--- src/rtl/dpq_pkg.sv ---
// Package for the deduplicating priority request queue.
// Holds shared widths, action and status codes, and the front-to-back command type.
package dpq_pkg;
	localparam int unsigned CapacityDefault = 16;
	localparam int unsigned KeyBitsDefault  = 32;
	localparam int unsigned KeyW   = 32;
	localparam int unsigned PriW   = 32;
	localparam int unsigned FrameW = 64;
	localparam int unsigned BudgetW = 8;
	localparam int unsigned CountW = 5;

	typedef enum logic [1:0] {
		ACT_REQUEST = 2'd0,
		ACT_POP     = 2'd1,
		ACT_CLEAR   = 2'd2,
		ACT_QUERY   = 2'd3
	} action_t;

	typedef enum logic [1:0] {
		ST_DONE   = 2'd0,
		ST_MERGED = 2'd1,
		ST_EMPTY  = 2'd2,
		ST_FULL   = 2'd3
	} status_t;

	typedef struct packed {
		logic [1:0]          action;
		logic [KeyW-1:0]     key;
		logic [PriW-1:0]     pri;
		logic [FrameW-1:0]   frame;
		logic [BudgetW-1:0]  budget;
	} cmd_t;
endpackage

--- src/rtl/dpq_if.sv ---
// Valid/ready channel interfaces for the queue's input and result beats.
// Depends on dpq_pkg for field widths.
interface dpq_in_if;
	import dpq_pkg::*;
	logic                valid;
	logic                ready;
	logic [1:0]          action;
	logic [KeyW-1:0]     key;
	logic [PriW-1:0]     priority_req;
	logic [FrameW-1:0]   frame;
	logic [BudgetW-1:0]  budget;
	modport source (output valid, action, key, priority_req, frame, budget, input ready);
	modport sink   (input valid, action, key, priority_req, frame, budget, output ready);
endinterface

interface dpq_out_if;
	import dpq_pkg::*;
	logic               valid;
	logic               ready;
	logic [1:0]         status;
	logic               entry_valid;
	logic [KeyW-1:0]    out_key;
	logic [PriW-1:0]    out_priority;
	logic [FrameW-1:0]  out_frame;
	logic               found;
	logic [CountW-1:0]  pending_count;
	logic               last;
	modport source (output valid, status, entry_valid, out_key, out_priority, out_frame,
		found, pending_count, last, input ready);
	modport sink   (input valid, status, entry_valid, out_key, out_priority, out_frame,
		found, pending_count, last, output ready);
endinterface

--- src/rtl/dpq_front.sv ---
// Front end: accepts input beats, masks the key and queues commands for the back end.
// Depends on dpq_pkg and dpq_in_if.
module dpq_front #(
	parameter int unsigned KEY_BITS = dpq_pkg::KeyBitsDefault
) (
	input  logic            clk,
	input  logic            arst_n,
	dpq_in_if.sink          in_ch,
	output dpq_pkg::cmd_t   cmd,
	output logic            cmd_valid,
	input  logic            cmd_ready
);
	import dpq_pkg::*;

	localparam logic [KeyW-1:0] KeyMask = (KEY_BITS >= KeyW) ? '1 :
		KeyW'((64'd1 << KEY_BITS) - 64'd1);

	// Two-entry queue.
	cmd_t       mem_q [2];
	logic       wr_q, rd_q;
	logic [1:0] cnt_q;
	logic       push, pop;

	assign in_ch.ready = (cnt_q != 2'd2);
	assign push = in_ch.valid && in_ch.ready;
	assign cmd_valid = (cnt_q != 2'd0);
	assign pop = cmd_valid && cmd_ready;
	assign cmd = mem_q[rd_q];

	always_ff @(posedge clk) begin
		if (push) begin
			mem_q[wr_q] <= '{action: in_ch.action, key: in_ch.key & KeyMask,
				pri: in_ch.priority_req, frame: in_ch.frame, budget: in_ch.budget};
		end
	end

	always_ff @(posedge clk or negedge arst_n) begin
		if (!arst_n) begin
			wr_q <= 1'b0;
			rd_q <= 1'b0;
			cnt_q <= 2'd0;
		end else begin
			if (push) wr_q <= ~wr_q;
			if (pop) rd_q <= ~rd_q;
			cnt_q <= cnt_q + {1'b0, push} - {1'b0, pop};
		end
	end

	assert property (@(posedge clk) disable iff (!arst_n) cnt_q <= 2'd2)
		else $error("front queue overflow");
	assert property (@(posedge clk) disable iff (!arst_n) (cnt_q == 2'd0) |-> !pop)
		else $error("front queue underflow");
	assert property (@(posedge clk) disable iff (!arst_n)
		(push && !pop) |=> cnt_q == $past(cnt_q) + 2'd1)
		else $error("front queue count slip");
endmodule

--- src/rtl/dpq_back.sv ---
// Back end: entry table, one-entry-per-cycle scans for lookup, best search and compaction.
// Depends on dpq_pkg and dpq_out_if.
module dpq_back #(
	parameter int unsigned CAPACITY = dpq_pkg::CapacityDefault
) (
	input  logic            clk,
	input  logic            arst_n,
	input  dpq_pkg::cmd_t   cmd,
	input  logic            cmd_valid,
	output logic            cmd_ready,
	dpq_out_if.source       out_ch
);
	import dpq_pkg::*;

	localparam int unsigned IdxW = (CAPACITY > 1) ? $clog2(CAPACITY) : 1;
	localparam int unsigned NW   = $clog2(CAPACITY + 1);

	typedef enum logic [5:0] {
		S_IDLE  = 6'b000001,
		S_FIND  = 6'b000010,
		S_BEST  = 6'b000100,
		S_EMIT  = 6'b001000,
		S_SHIFT = 6'b010000,
		S_OUT   = 6'b100000
	} state_t;

	logic [KeyW-1:0]   keys_q [CAPACITY];
	logic [PriW-1:0]   pris_q [CAPACITY];
	logic [FrameW-1:0] frms_q [CAPACITY];
	logic [NW-1:0]     occ_q;

	state_t            state_q;
	cmd_t              c_q;
	logic [NW-1:0]     i_q;
	logic [IdxW-1:0]   best_q;
	logic              have_q;
	logic [BudgetW-1:0] left_q;

	logic [1:0]        o_status_q;
	logic              o_ev_q, o_found_q, o_last_q, o_valid_q;
	logic [KeyW-1:0]   o_key_q;
	logic [PriW-1:0]   o_pri_q;
	logic [FrameW-1:0] o_frm_q;
	logic [NW-1:0]     o_cnt_q;

	logic [IdxW-1:0] ii;
	logic            better;
	logic [NW-1:0]   pop_left;
	assign ii = i_q[IdxW-1:0];
	assign better = !have_q || (pris_q[ii] > pris_q[best_q]) ||
		(pris_q[ii] == pris_q[best_q] && frms_q[ii] < frms_q[best_q]);

	// Entries that remain once a pop has taken min(budget, occupancy) of them.
	assign pop_left = ({{BudgetW{1'b0}}, occ_q} > {{NW{1'b0}}, cmd.budget}) ?
		occ_q - NW'(cmd.budget) : '0;

	assign cmd_ready = (state_q == S_IDLE) && !o_valid_q;

	assign out_ch.valid = o_valid_q;
	assign out_ch.status = o_status_q;
	assign out_ch.entry_valid = o_ev_q;
	assign out_ch.out_key = o_key_q;
	assign out_ch.out_priority = o_pri_q;
	assign out_ch.out_frame = o_frm_q;
	assign out_ch.found = o_found_q;
	assign out_ch.pending_count = CountW'(o_cnt_q);
	assign out_ch.last = o_last_q;

	logic out_take;
	assign out_take = o_valid_q && out_ch.ready;

	always_ff @(posedge clk) begin
		if (state_q == S_IDLE && cmd_valid && cmd_ready) c_q <= cmd;
		if (state_q == S_FIND && i_q < occ_q && keys_q[ii] == c_q.key
			&& c_q.action == ACT_REQUEST) begin
			if (c_q.pri > pris_q[ii]) pris_q[ii] <= c_q.pri;
			if (c_q.frame < frms_q[ii]) frms_q[ii] <= c_q.frame;
		end
		if (state_q == S_FIND && i_q >= occ_q && c_q.action == ACT_REQUEST
			&& occ_q < NW'(CAPACITY)) begin
			keys_q[occ_q[IdxW-1:0]] <= c_q.key;
			pris_q[occ_q[IdxW-1:0]] <= c_q.pri;
			frms_q[occ_q[IdxW-1:0]] <= c_q.frame;
		end
		if (state_q == S_SHIFT && i_q + NW'(1) < occ_q) begin
			keys_q[ii] <= keys_q[IdxW'(i_q + NW'(1))];
			pris_q[ii] <= pris_q[IdxW'(i_q + NW'(1))];
			frms_q[ii] <= frms_q[IdxW'(i_q + NW'(1))];
		end
		if (state_q == S_BEST && i_q < occ_q && better) best_q <= ii;
		if (state_q == S_EMIT) begin
			o_key_q <= keys_q[best_q];
			o_pri_q <= pris_q[best_q];
			o_frm_q <= frms_q[best_q];
		end else if (state_q == S_IDLE) begin
			o_key_q <= '0;
			o_pri_q <= '0;
			o_frm_q <= '0;
		end
	end

	always_ff @(posedge clk or negedge arst_n) begin
		if (!arst_n) begin
			state_q <= S_IDLE;
			occ_q <= '0;
			i_q <= '0;
			have_q <= 1'b0;
			left_q <= '0;
			o_valid_q <= 1'b0;
			o_status_q <= ST_DONE;
			o_ev_q <= 1'b0;
			o_found_q <= 1'b0;
			o_last_q <= 1'b0;
			o_cnt_q <= '0;
		end else begin
			if (out_take) o_valid_q <= 1'b0;
			unique case (state_q)
				S_IDLE: begin
					if (cmd_valid && cmd_ready) begin
						i_q <= '0;
						o_ev_q <= 1'b0;
						o_found_q <= 1'b0;
						o_status_q <= ST_DONE;
						o_last_q <= 1'b1;
						case (cmd.action)
							ACT_CLEAR: begin
								occ_q <= '0;
								o_cnt_q <= '0;
								o_valid_q <= 1'b1;
							end
							ACT_POP: begin
								if (cmd.budget == '0 || occ_q == '0) begin
									o_cnt_q <= occ_q;
									o_valid_q <= 1'b1;
								end else begin
									// Every popped beat reports the count after the whole pop.
									o_cnt_q <= pop_left;
									left_q <= cmd.budget;
									have_q <= 1'b0;
									state_q <= S_BEST;
								end
							end
							default: begin
								if (cmd.key == '0) begin
									o_status_q <= (cmd.action == ACT_REQUEST) ? ST_EMPTY : ST_DONE;
									o_cnt_q <= occ_q;
									o_valid_q <= 1'b1;
								end else begin
									state_q <= S_FIND;
								end
							end
						endcase
					end
				end
				S_FIND: begin
					if (i_q < occ_q && keys_q[ii] == c_q.key) begin
						o_status_q <= (c_q.action == ACT_REQUEST) ? ST_MERGED : ST_DONE;
						o_found_q <= (c_q.action == ACT_QUERY);
						o_cnt_q <= occ_q;
						o_valid_q <= 1'b1;
						state_q <= S_IDLE;
					end else if (i_q >= occ_q) begin
						if (c_q.action == ACT_REQUEST) begin
							if (occ_q < NW'(CAPACITY)) begin
								occ_q <= occ_q + NW'(1);
								o_cnt_q <= occ_q + NW'(1);
								o_status_q <= ST_DONE;
							end else begin
								o_cnt_q <= occ_q;
								o_status_q <= ST_FULL;
							end
						end else begin
							o_cnt_q <= occ_q;
						end
						o_valid_q <= 1'b1;
						state_q <= S_IDLE;
					end else begin
						i_q <= i_q + NW'(1);
					end
				end
				S_BEST: begin
					if (i_q < occ_q) begin
						have_q <= 1'b1;
						i_q <= i_q + NW'(1);
					end else begin
						state_q <= S_EMIT;
					end
				end
				S_EMIT: begin
					o_ev_q <= 1'b1;
					i_q <= {1'b0, best_q};
					left_q <= left_q - BudgetW'(1);
					state_q <= S_SHIFT;
				end
				S_SHIFT: begin
					if (i_q + NW'(1) < occ_q) begin
						i_q <= i_q + NW'(1);
					end else begin
						occ_q <= occ_q - NW'(1);
						o_last_q <= (left_q == '0) || (occ_q == NW'(1));
						o_valid_q <= 1'b1;
						state_q <= S_OUT;
					end
				end
				S_OUT: begin
					if (out_take) begin
						if (o_last_q) begin
							state_q <= S_IDLE;
						end else begin
							i_q <= '0;
							have_q <= 1'b0;
							state_q <= S_BEST;
						end
					end
				end
				default: state_q <= S_IDLE;
			endcase
		end
	end

	assert property (@(posedge clk) disable iff (!arst_n) occ_q <= NW'(CAPACITY))
		else $error("occupancy beyond capacity");
	assert property (@(posedge clk) disable iff (!arst_n) $onehot(state_q))
		else $error("state not one-hot");
	assert property (@(posedge clk) disable iff (!arst_n)
		(o_valid_q && !out_ch.ready) |=> o_valid_q && $stable(o_key_q))
		else $error("result dropped while stalled");
	assert property (@(posedge clk) disable iff (!arst_n)
		(o_valid_q && o_ev_q) |-> !o_found_q)
		else $error("popped entry flagged as query answer");
endmodule

--- src/rtl/dedup_priority_request_queue.sv ---
// Top level of the deduplicating priority request queue.
// Depends on dpq_pkg, dpq_if, dpq_front and dpq_back.
//
// Usage: input beats arrive on in_ch (action, key, priority_req, frame,
// budget) and result beats leave on out_ch, both valid/ready channels where
// a beat moves when valid and ready are high at a rising edge of clk.
// A request merges into a pending entry of the same key or appends a new one;
// a pop emits up to budget entries, highest priority then earliest frame then
// oldest position; a clear empties the table; a query reports presence.
// Every result carries the pending count after the whole item.
// A request or query scans the table key by key, one entry per cycle, before
// its result beat. Each popped entry takes one scan to find the best entry
// and one to close the gap it leaves; clear and empty-key items need no scan.
// The front end holds two items in a small queue, so input beats are taken
// while the back end works. When the receiver stalls, the result register
// holds its beat and the back end waits; the front queue then fills and
// in_ch.ready falls. Reset (arst_n low) empties the table and both queues.
module dedup_priority_request_queue #(
	parameter int unsigned CAPACITY = dpq_pkg::CapacityDefault,
	parameter int unsigned KEY_BITS = dpq_pkg::KeyBitsDefault
) (
	input  logic      clk,
	input  logic      arst_n,
	dpq_in_if.sink    in_ch,
	dpq_out_if.source out_ch
);
	import dpq_pkg::*;

	cmd_t cmd;
	logic cmd_valid, cmd_ready;

	dpq_front #(.KEY_BITS(KEY_BITS)) u_front (
		.clk(clk), .arst_n(arst_n), .in_ch(in_ch),
		.cmd(cmd), .cmd_valid(cmd_valid), .cmd_ready(cmd_ready)
	);

	dpq_back #(.CAPACITY(CAPACITY)) u_back (
		.clk(clk), .arst_n(arst_n), .cmd(cmd), .cmd_valid(cmd_valid),
		.cmd_ready(cmd_ready), .out_ch(out_ch)
	);
endmodule

--- src/flat_wrapper.sv ---
// flat-port wrapper written by rule: the top's interface ports become plain ports
module dedup_priority_request_queue_flat import dpq_pkg::*;
#(
	parameter int unsigned CAPACITY = dpq_pkg::CapacityDefault,
	parameter int unsigned KEY_BITS = dpq_pkg::KeyBitsDefault
)
  (clk, arst_n, in_ch_valid, in_ch_action, in_ch_key, in_ch_priority_req, in_ch_frame, in_ch_budget, in_ch_ready, out_ch_valid, out_ch_status, out_ch_entry_valid, out_ch_out_key, out_ch_out_priority, out_ch_out_frame, out_ch_found, out_ch_pending_count, out_ch_last, out_ch_ready);
  dpq_in_if in_ch_i ();
  dpq_out_if out_ch_i ();
  input  logic clk;
  input  logic arst_n;
  input wire logic [$bits(in_ch_i.valid)-1:0] in_ch_valid;
  input wire logic [$bits(in_ch_i.action)-1:0] in_ch_action;
  input wire logic [$bits(in_ch_i.key)-1:0] in_ch_key;
  input wire logic [$bits(in_ch_i.priority_req)-1:0] in_ch_priority_req;
  input wire logic [$bits(in_ch_i.frame)-1:0] in_ch_frame;
  input wire logic [$bits(in_ch_i.budget)-1:0] in_ch_budget;
  output wire logic [$bits(in_ch_i.ready)-1:0] in_ch_ready;
  output wire logic [$bits(out_ch_i.valid)-1:0] out_ch_valid;
  output wire logic [$bits(out_ch_i.status)-1:0] out_ch_status;
  output wire logic [$bits(out_ch_i.entry_valid)-1:0] out_ch_entry_valid;
  output wire logic [$bits(out_ch_i.out_key)-1:0] out_ch_out_key;
  output wire logic [$bits(out_ch_i.out_priority)-1:0] out_ch_out_priority;
  output wire logic [$bits(out_ch_i.out_frame)-1:0] out_ch_out_frame;
  output wire logic [$bits(out_ch_i.found)-1:0] out_ch_found;
  output wire logic [$bits(out_ch_i.pending_count)-1:0] out_ch_pending_count;
  output wire logic [$bits(out_ch_i.last)-1:0] out_ch_last;
  input wire logic [$bits(out_ch_i.ready)-1:0] out_ch_ready;
  assign in_ch_i.valid = in_ch_valid;
  assign in_ch_i.action = in_ch_action;
  assign in_ch_i.key = in_ch_key;
  assign in_ch_i.priority_req = in_ch_priority_req;
  assign in_ch_i.frame = in_ch_frame;
  assign in_ch_i.budget = in_ch_budget;
  assign in_ch_ready = in_ch_i.ready;
  assign out_ch_valid = out_ch_i.valid;
  assign out_ch_status = out_ch_i.status;
  assign out_ch_entry_valid = out_ch_i.entry_valid;
  assign out_ch_out_key = out_ch_i.out_key;
  assign out_ch_out_priority = out_ch_i.out_priority;
  assign out_ch_out_frame = out_ch_i.out_frame;
  assign out_ch_found = out_ch_i.found;
  assign out_ch_pending_count = out_ch_i.pending_count;
  assign out_ch_last = out_ch_i.last;
  assign out_ch_i.ready = out_ch_ready;
  dedup_priority_request_queue #(.CAPACITY(CAPACITY), .KEY_BITS(KEY_BITS)) u_core (.clk(clk), .arst_n(arst_n), .in_ch(in_ch_i), .out_ch(out_ch_i));
endmodule
--- config.mk ---
export PLATFORM = sky130hd
export DESIGN_NAME = dedup_priority_request_queue_flat
export DESIGN_NICKNAME = d
export VERILOG_FILES = /design/src/rtl/dpq_pkg.sv /design/src/rtl/dpq_if.sv /design/src/rtl/dpq_front.sv /design/src/rtl/dpq_back.sv /design/src/rtl/dedup_priority_request_queue.sv /design/src/flat_wrapper.sv
export SDC_FILE = /design/constraint.sdc
export NUM_CORES = 2
export LEC_CHECK = 0
export BUFFER_PORTS_ARGS = -buffer_cell sky130_fd_sc_hd__buf_2
export CORE_MARGIN = 3
export CORE_UTILIZATION = 60
export CTS_BUF_LIST = sky130_fd_sc_hd__clkbuf_2 sky130_fd_sc_hd__clkbuf_4 sky130_fd_sc_hd__clkbuf_8
export DETAILED_ROUTE_END_ITERATION = 10
export PLACE_DENSITY = 0.87
export SYNTH_ARGS = -nofsm -noshare
export SYNTH_HDL_FRONTEND = slang
export SYNTH_SLANG_ARGS = --single-unit
--- constraint.sdc ---
create_clock -name clk -period 15.33 [get_ports clk]
set_input_delay 1.533 -clock clk [delete_from_list [all_inputs] [get_ports clk]]
set_output_delay 1.533 -clock clk [all_outputs]
set_load 0.01 [all_outputs]
==> impl_metrics.env <==
export IMPL_status="finished with violations"
export IMPL_violations_in_the_final_reports="design-rule violations, max-capacitance violations, max-slew violations"
export IMPL_filler_cell_count=13700
export IMPL_power_report_internal_total_w=0.01727
export IMPL_commonest_register_cell_after_synthesis="edfxtp_1"
export IMPL_remaining_drc_errors=1
export IMPL_postCtsHoldBufs=0
export IMPL_worst_endpoint_required_ns=16.01
export IMPL_floorplan_rows=174
export IMPL_synth_cell_type_count=87
export IMPL_timing_final_crit_share_pct=57.18
export IMPL_totalNegativeSetupSlack_ns=0
export IMPL_portBuffers=281
export IMPL_cts_resized=0
export IMPL_critical_path_startpoint_type="flop"
export IMPL_ranking_of_synthesized_cells_by_area="edfxtp_1 (57%), mux4_2 (30%), mux2_2 (2.7%)"
export IMPL_synth_top_cells_by_count="edfxtp_1 (2,586), mux4_2 (1,820), mux2_2 (322)"
export IMPL_critical_path_endpoint_type="flop"
export IMPL_pwr_share_comb_pct=35.9
export IMPL_fin_ws_ns=6.564
export IMPL_netlist_top_cell_by_area="edfxtp_1"
export IMPL_drv_slew=1
export IMPL_post_synth_top_count_cell="edfxtp_1"
export IMPL_ff_latch_count_synth=2630
export IMPL_critical_path_max_fanout=57
export IMPL_detail_route_antenna_nets=0
export IMPL_wl_per_cell_um=36.73
export IMPL_worst_ir_drop_vdd_uv=197.0
export IMPL_half_perimeter_wire_length_of_the_detailed_placement_result_um=232200
export IMPL_placedCellCount=9798
export IMPL_worst_path_largest_cell_delay_ns=1.23
export IMPL_largest_net_degree_at_the_start_of_global_routing=140
export IMPL_worst_ep_arrival_time_ns=9.45
export IMPL_syn_mean_instance_area_sq_um=19.85
export IMPL_post_place_ws_ns=6.721
export IMPL_rsz0062_at_grt="false"
export IMPL_drt_iter0_drc=12800
export IMPL_worst_min_delay_path_class="flop to flop"
export IMPL_die_width_um=482.6
export IMPL_insertion_delay_ns=1.17
export IMPL_share_of_layout_cells_above_drive_strength_1_pct=44.31
export IMPL_synth_fp_nets=7226
export IMPL_design_area_sq_um=150000
export IMPL_async_reset_ff_share_pct=1.521
export IMPL_drt_vias_per_instance=7.793
export IMPL_timing_critical_path_cells="buf_4, buf_4, mux2i_1, o22a_1, and3_1, a2111oi_0, nor2_1, o211ai_1, nand4_2, nor2_4, and3_1, a21oi_2, nor3_2, buf_4, buf_4"
export IMPL_die_area_sq_um=232900
export IMPL_ys_warn_count=0
export IMPL_number_of_hold_violations_in_the_final_report=0
export IMPL_stdcell_count=10560
export IMPL_crit_top_cell="buf_4"
export IMPL_p_leak_nw=48.00
export IMPL_slew_worst_pin_ns=1.477
export IMPL_grt_remaining_overflow=0
export IMPL_clock_tree_htree_level_count=5
export IMPL_timing_setup_critical_path_class="flop to flop"
export IMPL_floorplan_initialDensity_pct=60.49
export IMPL_globalRouteTotalUtil_pct=33.61
export IMPL_grt_pass1_vias=83970
export IMPL_yosys_area_top_type_share_pct=56.98
export IMPL_max_slew_margin_pct=-1.042
export IMPL_skew_ns=0.1380
export IMPL_critical_path_slowest_cell="a2111oi_0"
export IMPL_max_freq_mhz=114.1
export IMPL_numClockSinks=2630
export IMPL_total_routed_length_um=387700
export IMPL_floorplan_io_pins=282
export IMPL_nNetsFinal=7595
export IMPL_power_switching_share_pct=32.92
export IMPL_design_core_area_sq_um=225300
export IMPL_maxCapViolCount=1
export IMPL_cts_reportedPaths_clkPinSlew_ns=0.06
export IMPL_setup_viol_count_final=0
export IMPL_post_synth_instance_area_sq_um=136300
export IMPL_vert_die_dim_um=482.6
export IMPL_cts_path_max_buffers=4
export IMPL_p_seq_share_pct=39.2
export IMPL_gp_congestion=0.9453
export IMPL_synth_seq_area_share_pct=57.77
export IMPL_wire_length_of_the_first_global_routing_pass_um=568700
export IMPL_via_count=82280
export IMPL_clockPowerShare_pct=24.9
export IMPL_power_net_switching_w=0.008477
export IMPL_cts_setup_buffers=0
export IMPL_area_growth_synth_to_final_pct=10.03
export IMPL_synth_edff_count=2586
export IMPL_library_cell_used_as_clock_root_buffer="clkbuf_8"
export IMPL_detailed_place_area_sq_um=141200
export IMPL_antenna_found_initial=13
export IMPL_final_critical_period_ns=8.766
export IMPL_cts_buffers_inserted=427
export IMPL_setup_reg_to_reg_worst_slack_ns=6.56
export IMPL_power_per_cell_area_nw_per_um2=171.7
export IMPL_cts_tree="built"
export IMPL_synthesis_instances=6866
export IMPL_drt_pass1_iterations=11
[logic make-up (layout without fill, tap and decap cells)]
logic type               after synthesis  after routing  synth area share (%)
flip-flops                          2630           2630                 57.77
XOR/XNOR                              40             40                0.2570
other                                  0              7                     0
multiplexers                        2247           2247                 33.59
AND/OR/NAND/NOR                      609            609                 2.172
buffers and inverters                715           1407                 2.158
adder cells (fa/ha/maj)              218            218                 2.007
AO/OA/AOI/OAI                        407            407                 2.042
[critical path, delay by kind of cell, from the launching register on]
kind	cells	cell delay (ns)
DFF	1	1.03
and+or+nand+nor	6	1.66
muxes	1	0.18
buffers and inverters	4	3.19
AOI/OAI and AO/OA	4	2.05
[final timing paths]
path | from | endpoint | cells past startpoint
setup / recovery | u_core.u_back.i_q[1]$_DFFE_PN0P_ | u_core.u_back.frms_q[10][52]$_DFFE_PP_ | 15
hold / removal | u_core.u_front.mem_q[1][53]$_DFFE_PP_ | u_core.u_back.c_q[53]$_DFFE_PP_ | 1
setup reg to reg | u_core.u_back.i_q[1]$_DFFE_PN0P_ | u_core.u_back.frms_q[10][52]$_DFFE_PP_ | 15
hold reg to reg | u_core.u_front.mem_q[1][53]$_DFFE_PP_ | u_core.u_back.c_q[53]$_DFFE_PP_ | 1
max in group asynchronous | arst_n | u_core.u_back.i_q[0]$_DFFE_PN0P_ | 1
min in group asynchronous | arst_n | u_core.u_front.cnt_q[1]$_DFF_PN0_ | 1
[placed cells by master, fill, tap and decap left out, types with 67 or more instances in the layout]
master,netlist,routed
nand2_1,129,127
clkbuf_4,0,100
clkbuf_8,0,437
mux2_2,322,322
buf_4,13,148
a21o_1,67,67
clkinv_2,0,69
buf_2,61,281
mux2i_1,96,96
inv_1,209,208
edfxtp_1,2586,2586
nor2_1,201,168
a21oi_1,93,91
mux4_2,1820,1820
ha_1,217,216
clkinv_1,0,89
[power groups by stage]
stage / clock network, W / registers, W / logic (W)
after floorplan: 0 / 0.0100 / 0.00667
after global placement: 0 / 0.0102 / 0.00886
after detailed placement: 0 / 0.0102 / 0.00911
after CTS: 0.00645 / 0.0101 / 0.00920
after global routing: 0.00678 / 0.0101 / 0.00984
final: 0.00641 / 0.0101 / 0.00923
[state kept, by name (all words and copies together), names as in the netlist, 6 cells and up, named ones only]
name                               flops
u_core.u_back.frms_q                1024
u_core.u_back.keys_q                 512
u_core.u_back.pris_q                 512
u_core.u_front.mem_q                 276
u_core.u_back.c_q                    130
u_core.u_back.out_ch.out_frame        64
u_core.u_back.out_ch.out_key          32
u_core.u_back.out_ch.out_priority     32
u_core.u_back.left_q                   8
u_core.u_back.state_q                  6
[final cells by class]
| cell class | count | area (sq um) | area share (%) |
|---|---|---|---|
| repair buffers | 444 | 2818 | 1.879 |
| inverters | 211 | 804.5 | 0.5365 |
| clock buffers | 537 | 6765 | 4.511 |
| flip-flops and latches | 2630 | 78770 | 52.53 |
| diodes | 7 | 17.52 | 0.01168 |
| well taps | 2992 | 3744 | 2.496 |
| multi-input cells | 3521 | 55020 | 36.69 |
| clock inverters | 215 | 2024 | 1.350 |
[per-layer routing]
metal / up-vias / GRT usage (%) / wire, um
met4: 6 / 19.25 / 26700
met3: 1638 / 10.57 / 55810
met5: - / 0 / 40
met1: 41940 / 43.33 / 122400
met2: 7958 / 51.26 / 182800
li1: 30740 / - / -
[per-stage QoR]
step	util, %	power [W]	hold WS (ns)
6_report	66.55	0.02575	0.4932
5_1_grt	66.55	0.02675	0.5247
4_1_cts	66.54	0.02573	0.4904
3_5_place_dp	62.64	0.01933	0.4995
3_3_place_gp	62.64	0.01905	0.4819
2_1_floorplan	-	0.01667	0.4608
Power figures use the tool's default switching activity.
